[src/assert_macros.svh]
// Assertion macros shared by the histogram RTL.
`ifndef ASSERT_MACROS_SVH
`define ASSERT_MACROS_SVH

// Checked on every rising edge while out of reset.
`define DHI_ASSERT(lbl, clk, rst_n, prop, msg) \
    lbl: assert property (@(posedge clk) disable iff (!rst_n) prop) else $error(msg);

// Checked on every rising edge, reset included.
`define DHI_ASSERT_ALWAYS(lbl, clk, prop, msg) \
    lbl: assert property (@(posedge clk) prop) else $error(msg);

`endif

[src/dhi_pkg.sv]
// Types and constants of the dithered histogram increment block.
package dhi_pkg;

    localparam int MAX_CHANNELS_DEF = 4096;
    localparam int VALUE_BITS_DEF   = 16;

    localparam int CHANS_W  = 13;
    localparam int SCALE_W  = 5;
    localparam int RAW_W    = 16;
    localparam int RND_W    = 7;
    localparam int RIDX_W   = 12;
    localparam int COUNT_W  = 16;
    localparam int ONE_W    = 32;
    localparam int CMP_W    = 39;

    localparam int CFG_IDX_W  = 1;
    localparam int CFG_DATA_W = CHANS_W;
    localparam logic [CFG_IDX_W-1:0] CFG_CHANNELS = 1'd0;
    localparam logic [CFG_IDX_W-1:0] CFG_SCALE    = 1'd1;

    localparam logic [CHANS_W-1:0] CHANS_RESET = 13'd4096;
    localparam logic [SCALE_W-1:0] SCALE_RESET = 5'd12;

    localparam logic [CMP_W-1:0] PCT_FULL = 39'd100;

    localparam int CMD_Q_DEPTH = 2;
    localparam int RSP_Q_DEPTH = 2;

    localparam logic REQ_INCR = 1'b0;
    localparam logic REQ_READ = 1'b1;

    typedef struct packed {
        logic              req_type;
        logic              value_present;
        logic [RAW_W-1:0]  raw_value;
        logic [RND_W-1:0]  random_percent;
        logic [RIDX_W-1:0] read_index;
    } req_t;

    typedef struct packed {
        logic [CHANS_W-1:0] bin_index;
        logic [COUNT_W-1:0] bin_count;
        logic               was_counted;
    } rsp_t;

    typedef enum logic [1:0] {
        OP_NONE,
        OP_READ,
        OP_INCR
    } op_t;

    typedef struct packed {
        op_t                op;
        logic [CHANS_W-1:0] bin_index;
    } cmd_t;

    typedef enum logic [1:0] {
        ST_CLEAR,
        ST_IDLE,
        ST_LOOKUP
    } st_t;

endpackage

[src/dhi_front.sv]
// Front end: maps each beat onto a channel and classifies it into a command.
`include "assert_macros.svh"

module dhi_front #(
    parameter int MAX_CHANNELS = dhi_pkg::MAX_CHANNELS_DEF,
    parameter int VALUE_BITS   = dhi_pkg::VALUE_BITS_DEF
) (
    input  logic                         clk,
    input  logic                         rst_n,
    input  logic                         take,
    input  dhi_pkg::req_t                item,
    output logic                         stall,
    input  logic [dhi_pkg::CHANS_W-1:0]  chans_cfg,
    input  logic [dhi_pkg::SCALE_W-1:0]  scale_cfg,
    output logic                         cmd_push,
    output dhi_pkg::cmd_t                cmd,
    input  logic                         cmd_full
);
    import dhi_pkg::*;

    localparam int VB    = (VALUE_BITS < RAW_W) ? VALUE_BITS : RAW_W;
    localparam int POS_W = VB + CHANS_W;

    logic                 a_v_reg, a_v_next;
    req_t                 a_item_reg;
    logic [POS_W-1:0]     a_pos_reg;
    logic [CHANS_W-1:0]   a_chans_reg;

    logic [CHANS_W-1:0]   chans_eff;
    logic [VB-1:0]        raw_m;
    logic [ONE_W-1:0]     one;
    logic [ONE_W-1:0]     frac;
    logic [POS_W-1:0]     whole;
    logic [CMP_W-1:0]     lhs, rhs;
    logic [POS_W:0]       chan;

    // stage A: effective channel count and the product
    assign chans_eff = (32'(chans_cfg) > 32'(MAX_CHANNELS)) ? CHANS_W'(MAX_CHANNELS)
                                                            : chans_cfg;
    assign raw_m     = item.raw_value[VB-1:0];

    always_comb
    begin
        a_v_next = a_v_reg;
        if (take)
        begin
            a_v_next = 1'b1;
        end
        else if (cmd_push)
        begin
            a_v_next = 1'b0;
        end
    end

    always_ff @(posedge clk or negedge rst_n)
    begin
        if (!rst_n)
        begin
            a_v_reg <= 1'b0;
        end
        else
        begin
            a_v_reg <= a_v_next;
        end
    end

    always_ff @(posedge clk)
    begin
        if (take)
        begin
            a_item_reg  <= item;
            a_pos_reg   <= POS_W'(raw_m) * POS_W'(chans_eff);
            a_chans_reg <= chans_eff;
        end
    end

    // stage B: split fixed point, dithered round up, range check
    assign one   = ONE_W'(1) << scale_cfg;
    assign frac  = ONE_W'(a_pos_reg) & (one - 1'b1);
    assign whole = a_pos_reg >> scale_cfg;
    assign lhs   = CMP_W'(one - frac) * PCT_FULL;
    assign rhs   = CMP_W'(a_item_reg.random_percent) << scale_cfg;
    assign chan  = (POS_W + 1)'(whole) + (POS_W + 1)'(lhs <= rhs);

    always_comb
    begin
        cmd.op        = OP_NONE;
        cmd.bin_index = '0;
        if (a_item_reg.req_type == REQ_READ)
        begin
            cmd.bin_index = CHANS_W'(a_item_reg.read_index);
            if (32'(a_item_reg.read_index) < 32'(MAX_CHANNELS))
            begin
                cmd.op = OP_READ;
            end
        end
        else if (a_item_reg.value_present)
        begin
            if (chan < (POS_W + 1)'(a_chans_reg))
            begin
                cmd.op        = OP_INCR;
                cmd.bin_index = CHANS_W'(chan);
            end
            else
            begin
                cmd.bin_index = a_chans_reg;
            end
        end
    end

    assign cmd_push = a_v_reg && !cmd_full;
    assign stall    = a_v_reg && cmd_full;

    `DHI_ASSERT(a_no_push_full, clk, rst_n, cmd_push |-> !cmd_full, "command pushed into full queue")
    `DHI_ASSERT(a_take_free, clk, rst_n, take |-> !stall, "beat taken while front end stalled")

endmodule

[config.mk]
export PLATFORM = sky130hd
export DESIGN_NAME = dhi_front
export DESIGN_NICKNAME = d
export VERILOG_FILES = /design/src/dhi_pkg.sv /design/src/dhi_front.sv
export VERILOG_INCLUDE_DIRS = /design/src /design/src/src
export SDC_FILE = /design/constraint.sdc
export NUM_CORES = 1
export LEC_CHECK = 0
export BUFFER_PORTS_ARGS = -buffer_cell sky130_fd_sc_hd__buf_2
export CAP_MARGIN = 15
export CORE_ASPECT_RATIO = 0.75
export CORE_MARGIN = 1.5
export CORE_UTILIZATION = 43
export CTS_CLUSTER_DIAMETER = 200
export CTS_CLUSTER_SIZE = 14
export DETAILED_ROUTE_END_ITERATION = 10
export PLACE_DENSITY_LB_ADDON = 0.2
export SYNTH_ARGS = -nofsm -noshare
export SYNTH_HDL_FRONTEND = slang
export SYNTH_SLANG_ARGS = --single-unit
[constraint.sdc]
create_clock -name clk -period 28.9 [get_ports clk]
set_input_delay 0 -clock clk [delete_from_list [all_inputs] [get_ports clk]]
set_output_delay 0 -clock clk [all_outputs]
set_load 0.05 [all_outputs]
# Word level (Yosys, flattened, before mapping)
# Index checks and enable logic that the tools add are counted.
# Widths: inputs -> output; s select.
[word_totals]
register_bits = 64
in_bits = 59
word_cells = 30
[classes]
add_sub_neg = 3
n_mul = 2
magnitude_cmp = 3
shifts = 3
n_mux = 7
bitwise = 1
reduce_logical = 4
[ops]
columns = ["op", "count"]
rows = [
  ["$le 39x39->1", 1],
  ["$mul 39x5->37 const B", 1],
  ["$shl 7x5->39", 1],
  ["$sub 32x32->33", 1],
  ["$and 29x32->32", 1],
  ["$shl 1x5->32 const A", 1],
  ["$sub 32x1->32 const B", 1],
  ["$add 29x1->30", 1],
  ["$lt 30x13->1", 1],
  ["$mux 15", 2],
  ["$mul 16x13->29", 1],
  ["$shr 29x5->29", 1],
  ["$mux 13", 2],
  ["$gt 13x13->1 const B", 1],
  ["$logic_and 1x1->1", 2],
  ["$mux 1", 2],
  ["$mux 2", 1],
  ["$reduce_bool 2->1", 1],
  ["$logic_not 1->1", 1],
]

# Depth between registers and ports, before layout
# Gate-level depths: netlist (run 1).
[depth]
word_depth = 11
mapped_depth = 63

# Worst setup path before layout (run 1)
# Ideal clock, no wire load.
[synth_timing]
path_kind = "input to output"
startpoint = "input port scale_cfg[3] (netlist bit)"
endpoint = "output port cmd[8] (netlist bit)"
arrival_time_ps = 11807
required_ps = 28900
slack_ps = 17093
stages = 59
path_buffers = 8
cell_sequence = "buf_2 buf_2 nor2_1 clkbuf_1 clkbuf_1 nand2_1 ha_1 clkbuf_1 clkbuf_1 nor3_1 a21oi_1 o21ai_0 nand2_1 ha_1 a31oi_1 nand2b_1 nand2b_1 a22oi_1 [23 not listed] nor2_1 ha_1 ha_1 inv_1 nand4bb_1 clkbuf_1 nor2_1 xnor2_1 ha_1 a21oi_1 nor2b_1 a2111oi_0 o32ai_1 a2111oi_4 nand4_4 buf_6 mux2i_1 o31ai_1"
[synth_rtl]
columns = ["item", "line", "rtl"]
rows = [
  ["from (decl)", "dhi_front.sv:14", "input logic [dhi_pkg::SCALE_W-1:0] scale_cfg,"],
  ["to (decl)", "dhi_front.sv:16", "output dhi_pkg::cmd_t cmd,"],
]

==> flow_metrics.env, run 1 <==
export IMPL_outcome="finished, final reports clean"
export IMPL_cts_sinks=64
export IMPL_ys_warn_count=0
export IMPL_start_util=0.437
export IMPL_netlist_area_um2=18400
export IMPL_dpl_worst_slack_ns=15.45
export IMPL_hold_viol=0
export IMPL_synth_top_family_by_area="adder cells"
export IMPL_ys_ff_latch=64
export IMPL_start_kind="input pin"
export IMPL_die_h_um=182
export IMPL_final_common_cell="nand2_1"
export IMPL_grt_pass1_wl_um=90700
export IMPL_synth_top_cell_by_area="fa_1"
export IMPL_synth_edf_count=63
export IMPL_synth_flop_cell="edfxtp_1"
export IMPL_grt_pass1_vias=15658
export IMPL_die_w_um=242
export IMPL_path_clk_slew_ns=0.06
export IMPL_avgSynthCellArea_um2=8.46
export IMPL_worst_pin_slew_ns=1.01
export IMPL_wl_met1_um=28300
export IMPL_worst_path_max_fanout=55
export IMPL_synth_adder_area_share=0.359
export IMPL_arrival_ns=13.69
export IMPL_fin_ws_ns=15.21
export IMPL_critical_path_class="in2out"
export IMPL_synthTopCellsByArea="fa_1 20%, ha_1 16%, edfxtp_1 10%"
export IMPL_wl_met3_um=5780
export IMPL_fmax_ghz=0.0730
export IMPL_wl_um=58000
export IMPL_clock_skew_ns=0
export IMPL_numCtsBuffers=9
export IMPL_gr_usage_all_layers=0.262
export IMPL_synth_simple_gate_area_share=0.183
export IMPL_drt_iter0_markers=1690
export IMPL_grt_antenna_before_repair=0
export IMPL_num_rows=65
export IMPL_syn_num_nets=2654
export IMPL_place_congestion=1.05
export IMPL_portBuffers=75
export IMPL_synth_cells=2178
export IMPL_synth_compound_area_share=0.151
export IMPL_largest_register_ffs=29
export IMPL_drc=0
export IMPL_firstDrtPassIters=5
export IMPL_final_cell_mix="298 x nand2_1, 279 x inv_1, 231 x ha_1, 186 x fa_1, 100 x nor2_1"
export IMPL_n_fill_cell=4190
export IMPL_required_ns=28.90
export IMPL_final_antenna_net_count=0
export IMPL_met2_length_um=22900
export IMPL_synth_xor_area_share=0.0454
export IMPL_io_pins=76
export IMPL_overflow=0
export IMPL_drive_gt1_frac=0.0816
export IMPL_synth_top_area_share=0.202
export IMPL_synth_mux_area_frac=0.0700
export IMPL_num_vias=16282
export IMPL_crit_top_cell="ha_1"
export IMPL_design_core_area_um2=42100
export IMPL_worst_path_max_delay_cell="nor2_1"
export IMPL_max_clock_path_buffers=2
export IMPL_num_nets_final=2676
export IMPL_min_period_ns=13.69
export IMPL_viasPerCell=5.87
export IMPL_wl_per_cell_um=20.9
export IMPL_dp_hpwl_um=47100
export IMPL_dp_cells=2734
export IMPL_setup_viol=0
export IMPL_cts_root_buffer="clkbuf_16"
export IMPL_crit_path_end_kind="output pin"
export IMPL_dieArea_um2=44100
export IMPL_rsz0062_at_grt="no"
export IMPL_finalNonFillerCells=2774
export IMPL_areaGrowthSynthToFinish_pct=6.91
export IMPL_max_cap_violations=0
export IMPL_cts_tree="done"
export IMPL_critPathMaxStageDelay_ns=0.61
export IMPL_grt_max_degree=65
export IMPL_ys_seq_area_frac=0.104
export IMPL_hp_class="in2reg"
export IMPL_routed_top_layer="met4"
export IMPL_cts_max_level=3
export IMPL_slew_headroom=0.315
export IMPL_clk_latency_ns=0.35
export IMPL_layout_worst_path_cycle_share=0.474
export IMPL_final_setup_tns_ns=0
export IMPL_synthArstFlopShare=0.0156
export IMPL_slew_viol_final=0
export IMPL_ys_types=89
export IMPL_diodes=0
per-stage QoR:
| stage | hold slack [ns] | instance area (um^2) | utilization |
|---|---|---|---|
| finish | 0.213 | 19700 | 0.468 |
| global route | 0.202 | 19700 | 0.468 |
| CTS | 0.203 | 19700 | 0.468 |
| detailed placement | -0.224 | 19200 | 0.455 |
| global placement | -0.224 | 19200 | 0.455 |
| floorplan | -0.296 | 18400 | - |
metal layers:
metal / global-route usage / vias to the layer above
li1: - / 7506
met3: 0.0599 / 75
met4: 0.0515 / 0
met2: 0.362 / 747
met1: 0.410 / 7954
met5: 0 / -
cell usage after synthesis (15+ instances only):
| cell | n |
|---|---|
| nand2_1 | 298 |
| inv_1 | 279 |
| ha_1 | 231 |
| fa_1 | 186 |
| nor2_1 | 101 |
| a21oi_1 | 94 |
| o21ai_0 | 84 |
| clkbuf_1 | 81 |
| and2_1 | 77 |
| edfxtp_1 | 63 |
| xnor2_1 | 60 |
| mux2i_1 | 56 |
| nand3_1 | 39 |
| nor3_1 | 36 |
| xor2_1 | 33 |
| a21o_1 | 32 |
| nor2b_1 | 31 |
| nand2b_1 | 28 |
| a31oi_1 | 26 |
| o31ai_1 | 24 |
| mux4_2 | 22 |
| a22oi_1 | 15 |
| mux2_2 | 15 |
| o21a_1 | 15 |
cells by family after synthesis:
logic type               after synthesis
XOR/XNOR                              94
AO/OA/AOI/OAI                        415
buffers and inverters                397
multiplexers                          96
adder cells (fa/ha/maj)              417
flip-flops                            64
AND/OR/NAND/NOR                      695
repair_timing:
| action | 4_1_cts | 5_1_grt |
|---|---|---|
| hold endpoints to repair | 23 | 0 |
| endpoints found under the setup margin | 0 | 0 |
| hold buffers | 24 | 0 |
| gates resized for setup | 0 | 0 |
| buffers inserted | 0 | 0 |
final timing paths:
path	from	end	slack [ns]	depth (start not counted)
worst max register to register	a_v_reg$_DFFE_PN0P_	a_v_reg$_DFFE_PN0P_	28.00	2
worst min register to register	a_v_reg$_DFFE_PN0P_	a_v_reg$_DFFE_PN0P_	0.60	2
max in group asynchronous	rst_n	a_v_reg$_DFFE_PN0P_	28.32	3
worst max-delay path	scale_cfg[4]	cmd[4]	15.21	55
worst min-delay path	item[19]	a_pos_reg[0]$_DFFE_PP_	0.21	2
min in group asynchronous	rst_n	a_v_reg$_DFFE_PN0P_	0.48	3
worst max-delay path, delay by kind of cell:
family | cells | cell delay [ns]
buffers and inverters | 8 | 1.23
muxes | 1 | 0.23
and+or+nand+nor | 13 | 3.15
adders and majority gates | 10 | 3.28
xor gates and xnor gates | 3 | 0.66
AOI/OAI and AO/OA | 20 | 5.06
final cells by class:
class / instances / area [um^2] / area share
clock buffer: 9 / 225 / 0.0114
clock inverter: 7 / 71.3 / 0.00362
inverter: 281 / 1050 / 0.0536
multi-input combinational: 1717 / 14900 / 0.756
sequential: 64 / 1920 / 0.0973
tap: 569 / 712 / 0.0361
timing repair buffer: 127 / 828 / 0.0421
Power of run 1 is left out: the tool's default activity adds up to more than one toggle a clock period on the data nets, which glitch-free logic cannot reach.
==> run 2: changes to the inputs <==
==> constraint.sdc (replaced) <==
create_clock -name clk -period 12.5 [get_ports clk]
set_input_delay 0 -clock clk [delete_from_list [all_inputs] [get_ports clk]]
set_output_delay 0 -clock clk [all_outputs]
set_load 0.05 [all_outputs]
==> flow_metrics.env, run 2 (same netlist as run 1, synthesis figures left out) <==
export IMPL_grt_max_degree=65
export IMPL_cts_max_level=3
export IMPL_critPathMaxStageDelay_ns=0.61
export IMPL_firstDrtPassIters=5
export IMPL_hold_viol=0
export IMPL_stdcell_area_um2=19900
export IMPL_drc=0
export IMPL_clock_skew_ns=0
export IMPL_wl_um=57700
export IMPL_viasPerCell=5.85
export IMPL_max_clock_path_buffers=2
export IMPL_areaGrowthSynthToFinish_pct=8.24
export IMPL_wl_per_cell_um=20.6
export IMPL_design_core_area_um2=42100
export IMPL_num_rows=65
export IMPL_gr_usage_all_layers=0.260
export IMPL_io_pins=76
export IMPL_utilization=0.473
export IMPL_dp_hpwl_um=47100
export IMPL_critical_path_class="in2out"
export IMPL_worst_path_max_fanout=15
export IMPL_place_congestion=0.973
export IMPL_required_ns=12.50
export IMPL_clk_latency_ns=0.35
export IMPL_final_cell_mix="298 x nand2_1, 279 x inv_1, 231 x ha_1, 186 x fa_1, 101 x nor2_1"
export IMPL_numCtsBuffers=9
export IMPL_placed_area_um2=19300
export IMPL_fmax_ghz=0.0860
export IMPL_worst_pin_slew_ns=1.08
export IMPL_rsz0062_at_grt="no"
export IMPL_dpl_worst_slack_ns=0.282
export IMPL_start_kind="input pin"
export IMPL_final_antenna_net_count=0
export IMPL_crit_path_end_kind="output pin"
export IMPL_min_period_ns=11.63
export IMPL_dieArea_um2=44100
export IMPL_cts_tree="done"
export IMPL_setup_viol=0
export IMPL_portBuffers=75
export IMPL_die_w_um=242
export IMPL_arrival_ns=11.63
export IMPL_fin_ws_ns=0.868
export IMPL_cts_sinks=64
export IMPL_final_common_cell="nand2_1"
export IMPL_num_vias=16358
export IMPL_reg2reg_from="a_v_reg$_DFFE_PN0P_"
export IMPL_max_cap_violations=0
export IMPL_crit_top_cell="ha_1"
export IMPL_drive_gt1_frac=0.0961
export IMPL_worstHoldStart="item[19]"
export IMPL_layout_worst_path_cycle_share=0.931
export IMPL_drt_iter0_markers=1602
export IMPL_final_setup_tns_ns=0
export IMPL_num_nets_final=2697
export IMPL_hp_class="in2reg"
export IMPL_path_clk_slew_ns=0.05
export IMPL_grt_antenna_before_repair=2
export IMPL_slew_viol_final=0
export IMPL_start_util=0.437
export IMPL_overflow=0
export IMPL_outcome="finished, final reports clean"
export IMPL_slew_headroom=0.275
export IMPL_cts_root_buffer="clkbuf_16"
export IMPL_largest_register_ffs=29
export IMPL_n_fill_cell=4128
export IMPL_grt_pass1_vias=15501
export IMPL_grt_pass1_wl_um=89900
export IMPL_die_h_um=182
export IMPL_worst_path_max_delay_cell="or4b_2"
export IMPL_crit_start="scale_cfg[2]"
## run 2: path summary, 6_finish.rpt
path | endpoint | slack, ns | cells after the start
worst max-delay path | cmd[5] | 0.87 | 56
worst min register to register | a_v_reg$_DFFE_PN0P_ | 0.60 | 2
max in group asynchronous | a_v_reg$_DFFE_PN0P_ | 11.91 | 3
min in group asynchronous | a_v_reg$_DFFE_PN0P_ | 0.49 | 3
worst min-delay path | a_pos_reg[0]$_DFFE_PP_ | 0.23 | 2
worst max register to register | a_v_reg$_DFFE_PN0P_ | 11.60 | 2
## run 2: worst max-delay path: cells and delay by family
family / cells / cell delay [ns]
AO/OA/AOI/OAI: 25 / 4.56
buffers and inverters: 5 / 0.91
XOR/XNOR: 2 / 0.47
AND/OR/NAND/NOR: 13 / 2.50
adder cells (fa/ha/maj): 10 / 3.05
multiplexers: 1 / 0.14
## run 2: final cells by class
cell class                 instances  area, um^2  share of cell area
sequential                        64        1920              0.0961
multi-input combinational       1717       15000               0.751
clock inverter                     7        46.3             0.00232
inverter                         281        1050              0.0529
antenna                            2        5.00            0.000251
tap                              569         712              0.0357
timing repair buffer             148        1010              0.0505
clock buffer                       9         225              0.0113
## run 2: metal layers
metal  global-route usage  up-vias  part of all wire
met5                    0        -                 0
met1                0.408     8025              0.49
met4               0.0398        0            0.0081
li1                     -     7553                 -
met3               0.0663       32              0.10
met2                0.357      748              0.40
## run 2: per-stage QoR
step	instances	hold slack [ns]
after floorplan	2178	-0.296
after global placement	2752	-0.225
after detailed placement	2752	-0.224
after CTS	2792	0.213
after global routing	2795	0.229
final	2797	0.227
## run 2: timing repair
item                                   in CTS  in global routing
setup buffers                               0                  3
endpoints found under the hold margin      23                  0
setup endpoints to repair                   0                 14
resized for setup                           0                 23
hold buffers                               24                  0
Power of run 2 is left out for the same reason.
