<file path="src/assert_macros.svh">
// Assertion macros shared by the histogram RTL.
`ifndef ASSERT_MACROS_SVH
`define ASSERT_MACROS_SVH

// Checked on every rising edge while out of reset.
`define DHI_ASSERT(lbl, clk, rst_n, prop, msg) \
    lbl: assert property (@(posedge clk) disable iff (!rst_n) prop) else $error(msg);

// Checked on every rising edge, reset included.
`define DHI_ASSERT_ALWAYS(lbl, clk, prop, msg) \
    lbl: assert property (@(posedge clk) prop) else $error(msg);

`endif

</file>
<file path="src/dhi_pkg.sv">
// Types and constants of the dithered histogram increment block.
package dhi_pkg;

    localparam int MAX_CHANNELS_DEF = 4096;
    localparam int VALUE_BITS_DEF   = 16;

    localparam int CHANS_W  = 13;
    localparam int SCALE_W  = 5;
    localparam int RAW_W    = 16;
    localparam int RND_W    = 7;
    localparam int RIDX_W   = 12;
    localparam int COUNT_W  = 16;
    localparam int ONE_W    = 32;
    localparam int CMP_W    = 39;

    localparam int CFG_IDX_W  = 1;
    localparam int CFG_DATA_W = CHANS_W;
    localparam logic [CFG_IDX_W-1:0] CFG_CHANNELS = 1'd0;
    localparam logic [CFG_IDX_W-1:0] CFG_SCALE    = 1'd1;

    localparam logic [CHANS_W-1:0] CHANS_RESET = 13'd4096;
    localparam logic [SCALE_W-1:0] SCALE_RESET = 5'd12;

    localparam logic [CMP_W-1:0] PCT_FULL = 39'd100;

    localparam int CMD_Q_DEPTH = 2;
    localparam int RSP_Q_DEPTH = 2;

    localparam logic REQ_INCR = 1'b0;
    localparam logic REQ_READ = 1'b1;

    typedef struct packed {
        logic              req_type;
        logic              value_present;
        logic [RAW_W-1:0]  raw_value;
        logic [RND_W-1:0]  random_percent;
        logic [RIDX_W-1:0] read_index;
    } req_t;

    typedef struct packed {
        logic [CHANS_W-1:0] bin_index;
        logic [COUNT_W-1:0] bin_count;
        logic               was_counted;
    } rsp_t;

    typedef enum logic [1:0] {
        OP_NONE,
        OP_READ,
        OP_INCR
    } op_t;

    typedef struct packed {
        op_t                op;
        logic [CHANS_W-1:0] bin_index;
    } cmd_t;

    typedef enum logic [1:0] {
        ST_CLEAR,
        ST_IDLE,
        ST_LOOKUP
    } st_t;

endpackage

</file>
<file path="src/dhi_fifo.sv">
// Small register queue used between the stages of the histogram block.
module dhi_fifo #(
    parameter type T     = dhi_pkg::cmd_t,
    parameter int  DEPTH = dhi_pkg::CMD_Q_DEPTH
) (
    input  logic clk,
    input  logic rst_n,
    input  logic push,
    input  T     wdata,
    output logic full,
    input  logic pop,
    output T     rdata,
    output logic empty
);
    import dhi_pkg::*;

    localparam int PTR_W = (DEPTH > 1) ? $clog2(DEPTH) : 1;
    localparam int CNT_W = $clog2(DEPTH + 1);

    T                   entry_reg [DEPTH];
    logic [PTR_W-1:0]   wr_ptr_reg, wr_ptr_next;
    logic [PTR_W-1:0]   rd_ptr_reg, rd_ptr_next;
    logic [CNT_W-1:0]   cnt_reg, cnt_next;
    logic               do_push, do_pop;

    assign full    = (cnt_reg == CNT_W'(DEPTH));
    assign empty   = (cnt_reg == '0);
    assign do_push = push && !full;
    assign do_pop  = pop && !empty;
    assign rdata   = entry_reg[rd_ptr_reg];

    always_comb
    begin
        wr_ptr_next = wr_ptr_reg;
        rd_ptr_next = rd_ptr_reg;
        cnt_next    = cnt_reg;
        if (do_push)
        begin
            wr_ptr_next = (wr_ptr_reg == PTR_W'(DEPTH - 1)) ? '0 : wr_ptr_reg + 1'b1;
        end
        if (do_pop)
        begin
            rd_ptr_next = (rd_ptr_reg == PTR_W'(DEPTH - 1)) ? '0 : rd_ptr_reg + 1'b1;
        end
        if (do_push && !do_pop)
        begin
            cnt_next = cnt_reg + 1'b1;
        end
        else if (do_pop && !do_push)
        begin
            cnt_next = cnt_reg - 1'b1;
        end
    end

    always_ff @(posedge clk or negedge rst_n)
    begin
        if (!rst_n)
        begin
            wr_ptr_reg <= '0;
            rd_ptr_reg <= '0;
            cnt_reg    <= '0;
        end
        else
        begin
            wr_ptr_reg <= wr_ptr_next;
            rd_ptr_reg <= rd_ptr_next;
            cnt_reg    <= cnt_next;
        end
    end

    always_ff @(posedge clk)
    begin
        if (do_push)
        begin
            entry_reg[wr_ptr_reg] <= wdata;
        end
    end

endmodule

</file>
<file path="config.mk">
export PLATFORM = sky130hd
export DESIGN_NAME = dhi_fifo
export DESIGN_NICKNAME = d
export VERILOG_FILES = /design/src/assert_macros.svh /design/src/dhi_pkg.sv /design/src/dhi_fifo.sv
export SDC_FILE = /design/constraint.sdc
export NUM_CORES = 1
export LEC_CHECK = 0
export ABC_AREA = 1
export BUFFER_PORTS_ARGS = -buffer_cell sky130_fd_sc_hd__buf_2
export CORE_MARGIN = 5
export CORE_UTILIZATION = 35
export DETAILED_ROUTE_END_ITERATION = 16
export MAX_ROUTING_LAYER = met4
export SLEW_MARGIN = 10
export SYNTH_ARGS = -nofsm -noshare
export SYNTH_HDL_FRONTEND = slang
export SYNTH_SLANG_ARGS = --single-unit
</file>
<file path="constraint.sdc">
create_clock -name clk -period 2.97 [get_ports clk]
set_input_delay 0.1485 -clock clk [delete_from_list [all_inputs] [get_ports clk]]
set_output_delay 0.1485 -clock clk [all_outputs]
set_load 0.03 [all_outputs]
</file>
== Word-level counts from Yosys, hierarchy flattened ==
Memories as Yosys holds them, arrays and structs flattened.
Index checks and enable logic that the tools add are counted.

* Bits in registers: 4
* RAM bits: 30
* Input port bits: 19
* Bits in latches: 0
* Memory bits (read-only): 0
* Memories kept: 1
* Word-level logic and storage cells: 25

* Order comparisons: 0
* Div/mod/pow operators: 0
* Add/subtract/negate cells: 4
* Multiply operators: 0
* Equality and inequality tests: 1
* Reduce and logical (&&, ||, !) cells: 10
* Shift operators: 0
* Bitwise gates (word level): 0
* Muxes and demuxes: 6

{| class="wikitable"
|+ Memories
! name !! depth !! bits a word !! rd ports !! clocked after memory_dff !! wr ports !! RTL line !! source
|-
| entry_reg || 2 || 15 || 1 || 0 || 1 || dhi_fifo.sv:20 || <nowiki>T entry_reg [DEPTH];</nowiki>
|}

{| class="wikitable"
|+ Operator list
! operator !! number
|-
| logical AND 1 bit || 4
|-
| logical NOT 1 bit || 4
|-
| two-way mux 1 bit || 4
|-
| two-way mux 2 bit || 2
|-
| adder 1 bit (second input constant) || 2
|-
| adder 2 x 1 -> 2 bit (second input constant) || 1
|-
| equality test 2 bit (second input constant) || 1
|-
| logical NOT 2 bit || 1
|-
| nonzero test 2 bit || 1
|-
| subtractor 2 x 1 -> 2 bit (second input constant) || 1
|}

== Logic depth before layout (Yosys ltp) ==
Gate-level depths: netlist of the first run.

* Word-level depth: 7
* Depth in mapped cells: 9
* Gate-level depth less buffers: 9

== Worst setup path before layout of the first run ==
No wires, ideal clock.

* Path kind: register -> register
* Start point: register cnt_reg[0]
* End point: memory entry_reg[1][0] (netlist bit) (enable)
* Library setup time: 0.386 ns
* Stages on the path, launching flop included: 3
* Arrival time: 1.205 ns
* Clock period less this slack: 1.592 ns
* Slack: 1.378 ns
* Path buffers: 0
* Cell sequence: dfrtp_1 > o21ai_1 > nor2_1

* Word-level cells in the longest chain between the ends: 5

{| class="wikitable"
|+ RTL lines
! what !! RTL line !! source
|-
| from (decl) || dhi_fifo.sv:23 || <nowiki>logic [CNT_W-1:0] cnt_reg, cnt_next;</nowiki>
|-
| from (signal assigned) || dhi_fifo.sv:67 || <nowiki>cnt_reg <= cnt_next;</nowiki>
|-
| equality test 2 bit || dhi_fifo.sv:26 || <nowiki>assign full = (cnt_reg == CNT_W'(DEPTH));</nowiki>
|-
| logical NOT 1 bit || dhi_fifo.sv:28 || <nowiki>assign do_push = push && !full;</nowiki>
|-
| logical AND 1 bit || dhi_fifo.sv:28 ||
|-
| two-way mux 1 bit || dhi_fifo.sv:73 || <nowiki>if (do_push)</nowiki>
|-
| two-way mux 1 bit (implied by the code) || dhi_fifo.sv:75 || <nowiki>entry_reg[wr_ptr_reg] <= wdata;</nowiki>
|-
| to (decl) || dhi_fifo.sv:20 ||
|}

No other way between the ends.

==> results.json, run 1 <==
{
  "status": "completed",
  "htreeDepth": 2,
  "viasPerCell": 4.40,
  "grt_overflow_total": 0,
  "synthesis.nets": 130,
  "hold_ws_ns": 0.0503,
  "syn_inst": 110,
  "relSlewSlack_pct": 60.2,
  "syn_area_per_cell_sq_um": 12.1,
  "dpl.hpwl_um": 1820,
  "clock_path_buffers": 2,
  "grt_antenna_before_repair": 0,
  "ant_nets": 0,
  "routed_wl_um": 2610,
  "ys_top_cells_by_area": "edfxtp_1, nand2_1, dfrtp_1, inv_1, ha_1",
  "core_sq_um": 3690,
  "power.static_leakage_nw": 0.742,
  "synth_cell_type_count": 17,
  "cts.sink_count": 34,
  "wl_per_cell_um": 13.1,
  "worst_ep_arrival_time_ns": 1.62,
  "p_int_mw": 1.01,
  "synth_area_sq_um": 1330,
  "maxCapViolCount": 0,
  "r2r_end": "entry_reg[0][0]$_DFFE_PP_",
  "rsz0062_at_grt": "false",
  "hold_viol_final": 0,
  "endpoint_kind": "output port",
  "clk_pin_slew_ns": 0.07,
  "finalSetupViolCount": 0,
  "die_w_um": 71.7,
  "yosysTopAreaCell": "edfxtp_1",
  "tightest_slew_ns": 0.598,
  "peakVddDrop_uv": 393,
  "ys_warn_count": 0,
  "largest_reg_flops": 30,
  "hold-path-cell-count": 1,
  "p_sw_mw": 0.737,
  "clk-insertion-delay-late_ns": 0.28,
  "nFillCells": 373,
  "nNetsFinal": 171,
  "grt_max_degree": 18,
  "worst_clock_skew_ns": 0.00565,
  "io_buffers": 35,
  "ys_seq_elements": 34,
  "cp-start-kind": "flop",
  "crit_required_ns": 2.82,
  "tns_ns": 0,
  "pwr-share-seq_pct": 42.4,
  "p_comb_share_pct": 39.7,
  "r2r_slack_ns": 1.45,
  "power_frac_clock_pct": 17.9,
  "dr.pass1.iters": 4,
  "seq_area_frac_synth_pct": 75.1,
  "crit_fanout": 17,
  "drc": 0,
  "gp_congestion": 0.781,
  "via_count": 880,
  "syn_to_final_growth_pct": 23.2,
  "grt_pass1_wl_um": 4330,
  "synth_edf_count": 30,
  "min_from": "wdata[8]",
  "holdPathEnd": "entry_reg[1][8]$_DFFE_PP_",
  "rows": 22,
  "ioPinCount": 36,
  "clockRootBuffer": "clkbuf_8",
  "hp-class": "input pin to flop",
  "path_class": "flop to output port",
  "synthFlopType": "edfxtp_1",
  "drive_above_1_share_pct": 29.6,
  "reg2reg_from": "cnt_reg[0]$_DFFE_PN0P_",
  "synthArstFlopShare_pct": 11.8,
  "numCtsBuffers": 5,
  "period_minus_slack_ns": 1.77,
  "cts_tree": "yes",
  "reg2reg_depth": 4,
  "post-cts-setup-buffers": 0,
  "switching_share_pct": 42.1,
  "start_util_pct": 36.1,
  "power.density_nw_per_um2": 1070,
  "synth_top_area_share_pct": 67.6,
  "synth.top_cells.by_count": "nand2_1, edfxtp_1, inv_1",
  "fin_crit_sh_pct": 59.6,
  "gr-usage-all-layers_pct": 11.7,
  "diodes": 0,
  "finalMaxSlewViolations": 0,
  "die_h_um": 71.7,
  "synth.most_common_cell": "nand2_1",
  "grt_pass1_vias": 938,
  "fmax_mhz": 565,
  "drtIter0Drc": 34,
  "die-area_sq_um": 5140
}
==> worst max path at each step <==
stage	depth (start not counted)	slack, ns	startpoint	end
after floorplan	2	1.38	cnt_reg[0]$_DFFE_PN0P_	entry_reg[1][0]$_DFFE_PP_
after global placement	4	1.46	rd_ptr_reg$_DFFE_PN0P_	rdata[7]
after detailed placement	4	1.43	cnt_reg[0]$_DFFE_PN0P_	entry_reg[0][9]$_DFFE_PP_
after CTS	4	1.12	rd_ptr_reg$_DFFE_PN0P_	rdata[6]
after global routing	4	1.00	rd_ptr_reg$_DFFE_PN0P_	rdata[13]
final	4	1.20	rd_ptr_reg$_DFFE_PN0P_	rdata[6]
==> worst max-delay path: stages (launching register included) <==
cell	delay (ns)
dfrtp_1	0.72
inv_2	0.27
nand2_1	0.12
nand2_1	0.06
buf_2	0.17
==> logic make-up after synthesis <==
logic type      count (synthesis)  share of synthesized area [%]
compound gates                  2                          0.751
xor+xnor                        1                          0.657
fa+ha+maj                       1                          0.939
buf+inv                        11                           4.04
flops                          34                           75.1
simple gates                   61                           18.5
==> timing repair <==
item,in CTS,in global routing
hold buffers,1,0
resized for setup,0,0
endpoints found under the hold margin,4,0
==> power by group through the flow <==
stage / registers, mW / logic [mW] / clock network (mW)
2_1_floorplan: 0.705 / 0.556 / 0
3_3_place_gp: 0.746 / 0.693 / 0
3_5_place_dp: 0.752 / 0.707 / 0
4_1_cts: 0.746 / 0.710 / 0.328
5_1_grt: 0.759 / 0.765 / 0.355
6_report: 0.742 / 0.695 / 0.313
==> per-layer routing <==
layer / up-vias / global-route usage (%) / share of wire (%)
met5: - / - / 0
met4: 0 / 4.80 / 1.8
met3: 5 / 4.91 / 7.8
met2: 31 / 17.1 / 44
met1: 405 / 14.2 / 46
li1: 439 / - / -
==> placed cells by master, fill, tap and decap left out, drive strengths merged <==
| cell | instances |
|---|---|
| buf | 36 |
| clkbuf | 7 |
| clkinv | 1 |
| dfrtp | 4 |
| dlygate4sd3 | 1 |
| edfxtp | 30 |
| ha | 1 |
| inv | 8 |
| nand2 | 54 |
| nand3 | 1 |
| nand3b | 1 |
| nand4 | 1 |
| nor2 | 4 |
| o21ai | 2 |
| xnor2 | 1 |
==> per-stage QoR <==
stage	worst slack, ns	utilization, %	area [sq um]	cells	total power, mW
2_1_floorplan	1.38	-	1330	110	1.26
3_3_place_gp	1.46	42.1	1550	191	1.44
3_5_place_dp	1.43	42.1	1550	191	1.46
4_1_cts	1.12	44.5	1640	200	1.78
5_1_grt	1.00	44.5	1640	200	1.88
6_report	1.20	44.5	1640	200	1.75
==> area by class of cell <==
class,count,area [sq um],area share [%]
sequential,34,1000,61.0
clock inverter,1,3.75,0.229
multi-input combinational,65,278,16.9
inverter,8,30.0,1.83
clock buffer,7,76.3,4.65
timing repair buffer,37,193,11.7
tap,48,60.1,3.66
(Power assumes the default switching activity.)
==> run 2: changes to the inputs <==
--- a/config.mk
+++ b/config.mk
@@ -5,7 +5,7 @@
 export SDC_FILE = /design/constraint.sdc
 export NUM_CORES = 1
 export LEC_CHECK = 0
-export ABC_AREA = 1
+export ABC_AREA = 0
 export BUFFER_PORTS_ARGS = -buffer_cell sky130_fd_sc_hd__buf_2
 export CORE_MARGIN = 5
 export CORE_UTILIZATION = 35
==> constraint.sdc (replaced) <==
create_clock -name clk -period 1.5 [get_ports clk]
set_input_delay 0.075 -clock clk [delete_from_list [all_inputs] [get_ports clk]]
set_output_delay 0.075 -clock clk [all_outputs]
set_load 0.03 [all_outputs]
==> results.json, run 2 <==
{
  "synth.most_common_cell": "edfxtp_1",
  "ys_seq_elements": 34,
  "final_common_cell": "buf_2",
  "final_util_pct": 52.8,
  "dr.pass1.iters": 3,
  "finalSetupViolCount": 0,
  "syn_inst": 66,
  "power_frac_clock_pct": 20.4,
  "fin_crit_sh_pct": 94.2,
  "tightest_slew_ns": 0.170,
  "die_h_um": 71.7,
  "synthArstFlopShare_pct": 11.8,
  "cp-startpoint": "rd_ptr_reg$_DFFE_PN0P_",
  "crit_required_ns": 1.42,
  "pre_cts_ws_ns": -0.0141,
  "reg2reg_from": "cnt_reg[0]$_DFFE_PN0P_",
  "synth_top_area_share_pct": 67.7,
  "gp_congestion": 0.694,
  "clockRootBuffer": "clkbuf_8",
  "fin_area_sq_um": 1930,
  "numCtsBuffers": 5,
  "fin_ws_ns": 0.0866,
  "period_minus_slack_ns": 1.41,
  "grt_pass1_vias": 837,
  "clk-insertion-delay-late_ns": 0.28,
  "routed_wl_um": 2360,
  "synth_edf_count": 30,
  "synthesis.nets": 86,
  "switching_share_pct": 34.1,
  "nFillCells": 323,
  "cp-start-kind": "flop",
  "ys_warn_count": 0,
  "placed_cells": 155,
  "tns_ns": 0,
  "cts.sink_count": 34,
  "seq_area_frac_synth_pct": 75.2,
  "core_sq_um": 3660,
  "die_w_um": 71.7,
  "diodes": 0,
  "grt_max_degree": 13,
  "max_stage_delay_ns": 0.40,
  "die-area_sq_um": 5140,
  "syn_area_per_cell_sq_um": 20.2,
  "cts_tree": "yes",
  "worstPathCellList": "buf_4 -> mux2_4 -> buf_2",
  "pwr-share-seq_pct": 36.6,
  "worst_ep_arrival_time_ns": 1.34,
  "viasPerCell": 4.32,
  "synth.top_cells.by_count": "edfxtp_1, mux2_4, mux2_2",
  "dpl.hpwl_um": 1660,
  "ys_top_cells_by_area": "edfxtp_1, mux2_4, dfrtp_1, mux2_2, xnor2_1",
  "worst_path_dominant_cell_family": "flip-flops",
  "endpoint_kind": "output port",
  "io_buffers": 35,
  "fmax_mhz": 708,
  "drive_above_1_share_pct": 54.1,
  "start_util_pct": 36.4,
  "p_sw_mw": 1.33,
  "clk_pin_slew_ns": 0.06,
  "final_cell_mix": "buf_2, edfxtp_1, dlygate4sd3_1",
  "hp-class": "input pin to flop",
  "ioPinCount": 36,
  "yosysTopAreaCell": "edfxtp_1",
  "drtIter0Drc": 58,
  "synthFlopType": "edfxtp_1",
  "grt_antenna_before_repair": 0,
  "dpl_cell_area_sq_um": 1620,
  "maxCapViolCount": 0,
  "rows": 22,
  "synth_area_sq_um": 1330,
  "finalMaxSlewViolations": 0,
  "min_from": "pop",
  "power.static_leakage_nw": 0.802,
  "peakVddDrop_uv": 1070,
  "finalNonFillerCells": 181,
  "worst_clock_skew_ns": 0.00608,
  "ant_nets": 0,
  "grt_pass1_wl_um": 3720,
  "power.density_nw_per_um2": 2020,
  "clock_path_buffers": 2,
  "crit_fanout": 7,
  "path_class": "flop to output port",
  "hold_viol_final": 0,
  "via_count": 782,
  "p_comb_share_pct": 43.0,
  "wl_per_cell_um": 13.0,
  "synth_cell_type_count": 15,
  "nNetsFinal": 152,
  "gr-usage-all-layers_pct": 10.3,
  "p_int_mw": 2.57,
  "largest_reg_flops": 30,
  "grt_overflow_total": 0,
  "slowest_stage": "dfrtp_1",
  "worst-path-buf-inv": 2,
  "status": "completed",
  "htreeDepth": 2,
  "relSlewSlack_pct": 88.6,
  "drc": 0,
  "syn_to_final_growth_pct": 45.3
}
## run 2: cell count changes in the layout (fill, tap and decap cells not counted), moves of 4 or more
cell           delta
mux2_4            +9
dlygate4sd3_1    +15
nand2_1          -54
mux2_2            +6
buf_4             +7
inv_1             -4
## run 2: area by class of cell
type                            instances  area [sq um]  area share [%]
Clock buffer                            7          76.3            3.95
Clock inverter                          1          30.0            1.55
Inverter                                2          7.51           0.388
Multi-Input combinational cell         28           323            16.7
Sequential cell                        34          1000            51.8
Tap cell                               48          60.1            3.10
Timing Repair Buffer                   61           435            22.5
## run 2: cells by family after synthesis
kind of cell,share of synthesized area (%)
xor gates and xnor gates,3.29
DFF,75.2
buffers and inverters,2.91
AOI/OAI and AO/OA,0.376
and+or+nand+nor,2.07
muxes,15.2
adders and majority gates,0.940
## run 2: worst register-to-register path, stage by stage (launching register included)
cell and delay [ns]:
dfrtp_1 0.42, nand2b_4 0.17, nand2_4 0.07, inv_1 0.05
ha_2 0.17, xor2_1 0.16, nor2_1 0.13, xor2_1 0.17
## run 2: metrics by stage
step	power, mW	hold slack, ns
6_report	3.90	0.0689
5_1_grt	4.11	0.0637
4_1_cts	3.89	0.0800
3_5_place_dp	3.01	-0.110
3_3_place_gp	2.97	-0.117
2_1_floorplan	2.56	-0.221
## run 2: what timing repair did
item,in CTS,in global routing
pin swaps,0,3
hold endpoints to repair,34,0
endpoints found under the setup margin,1,1
buffers inserted,0,2
hold buffers,16,0
resized for setup,2,5
## run 2: final timing paths
kind,end,slack (ns),depth (start not counted)
min,rd_ptr_reg$_DFFE_PN0P_,0.07,3
min reg2reg,wr_ptr_reg$_DFFE_PN0N_,0.53,1
max,rdata[1],0.09,3
min in group asynchronous,rd_ptr_reg$_DFFE_PN0P_,0.13,2
max reg2reg,cnt_reg[1]$_DFFE_PN0P_,0.09,7
max in group asynchronous,cnt_reg[1]$_DFFE_PN0P_,1.23,2
## run 2: layer usage
metal / routed length, um / vias up / track usage [%]
li1: - / 378 / -
met1: 916 / 379 / 10.5
met2: 1270 / 23 / 16.4
met3: 163 / 2 / 5.05
met4: 10 / 0 / 5.01
met5: 0 / - / -
## run 2: power groups by stage
stage | sequential, mW | combinational [mW] | clock (mW)
after CTS | 1.42 | 1.64 | 0.831
final | 1.43 | 1.68 | 0.795
after detailed placement | 1.43 | 1.58 | 0
after global routing | 1.45 | 1.79 | 0.865
after floorplan | 1.40 | 1.15 | 0
after global placement | 1.41 | 1.56 | 0
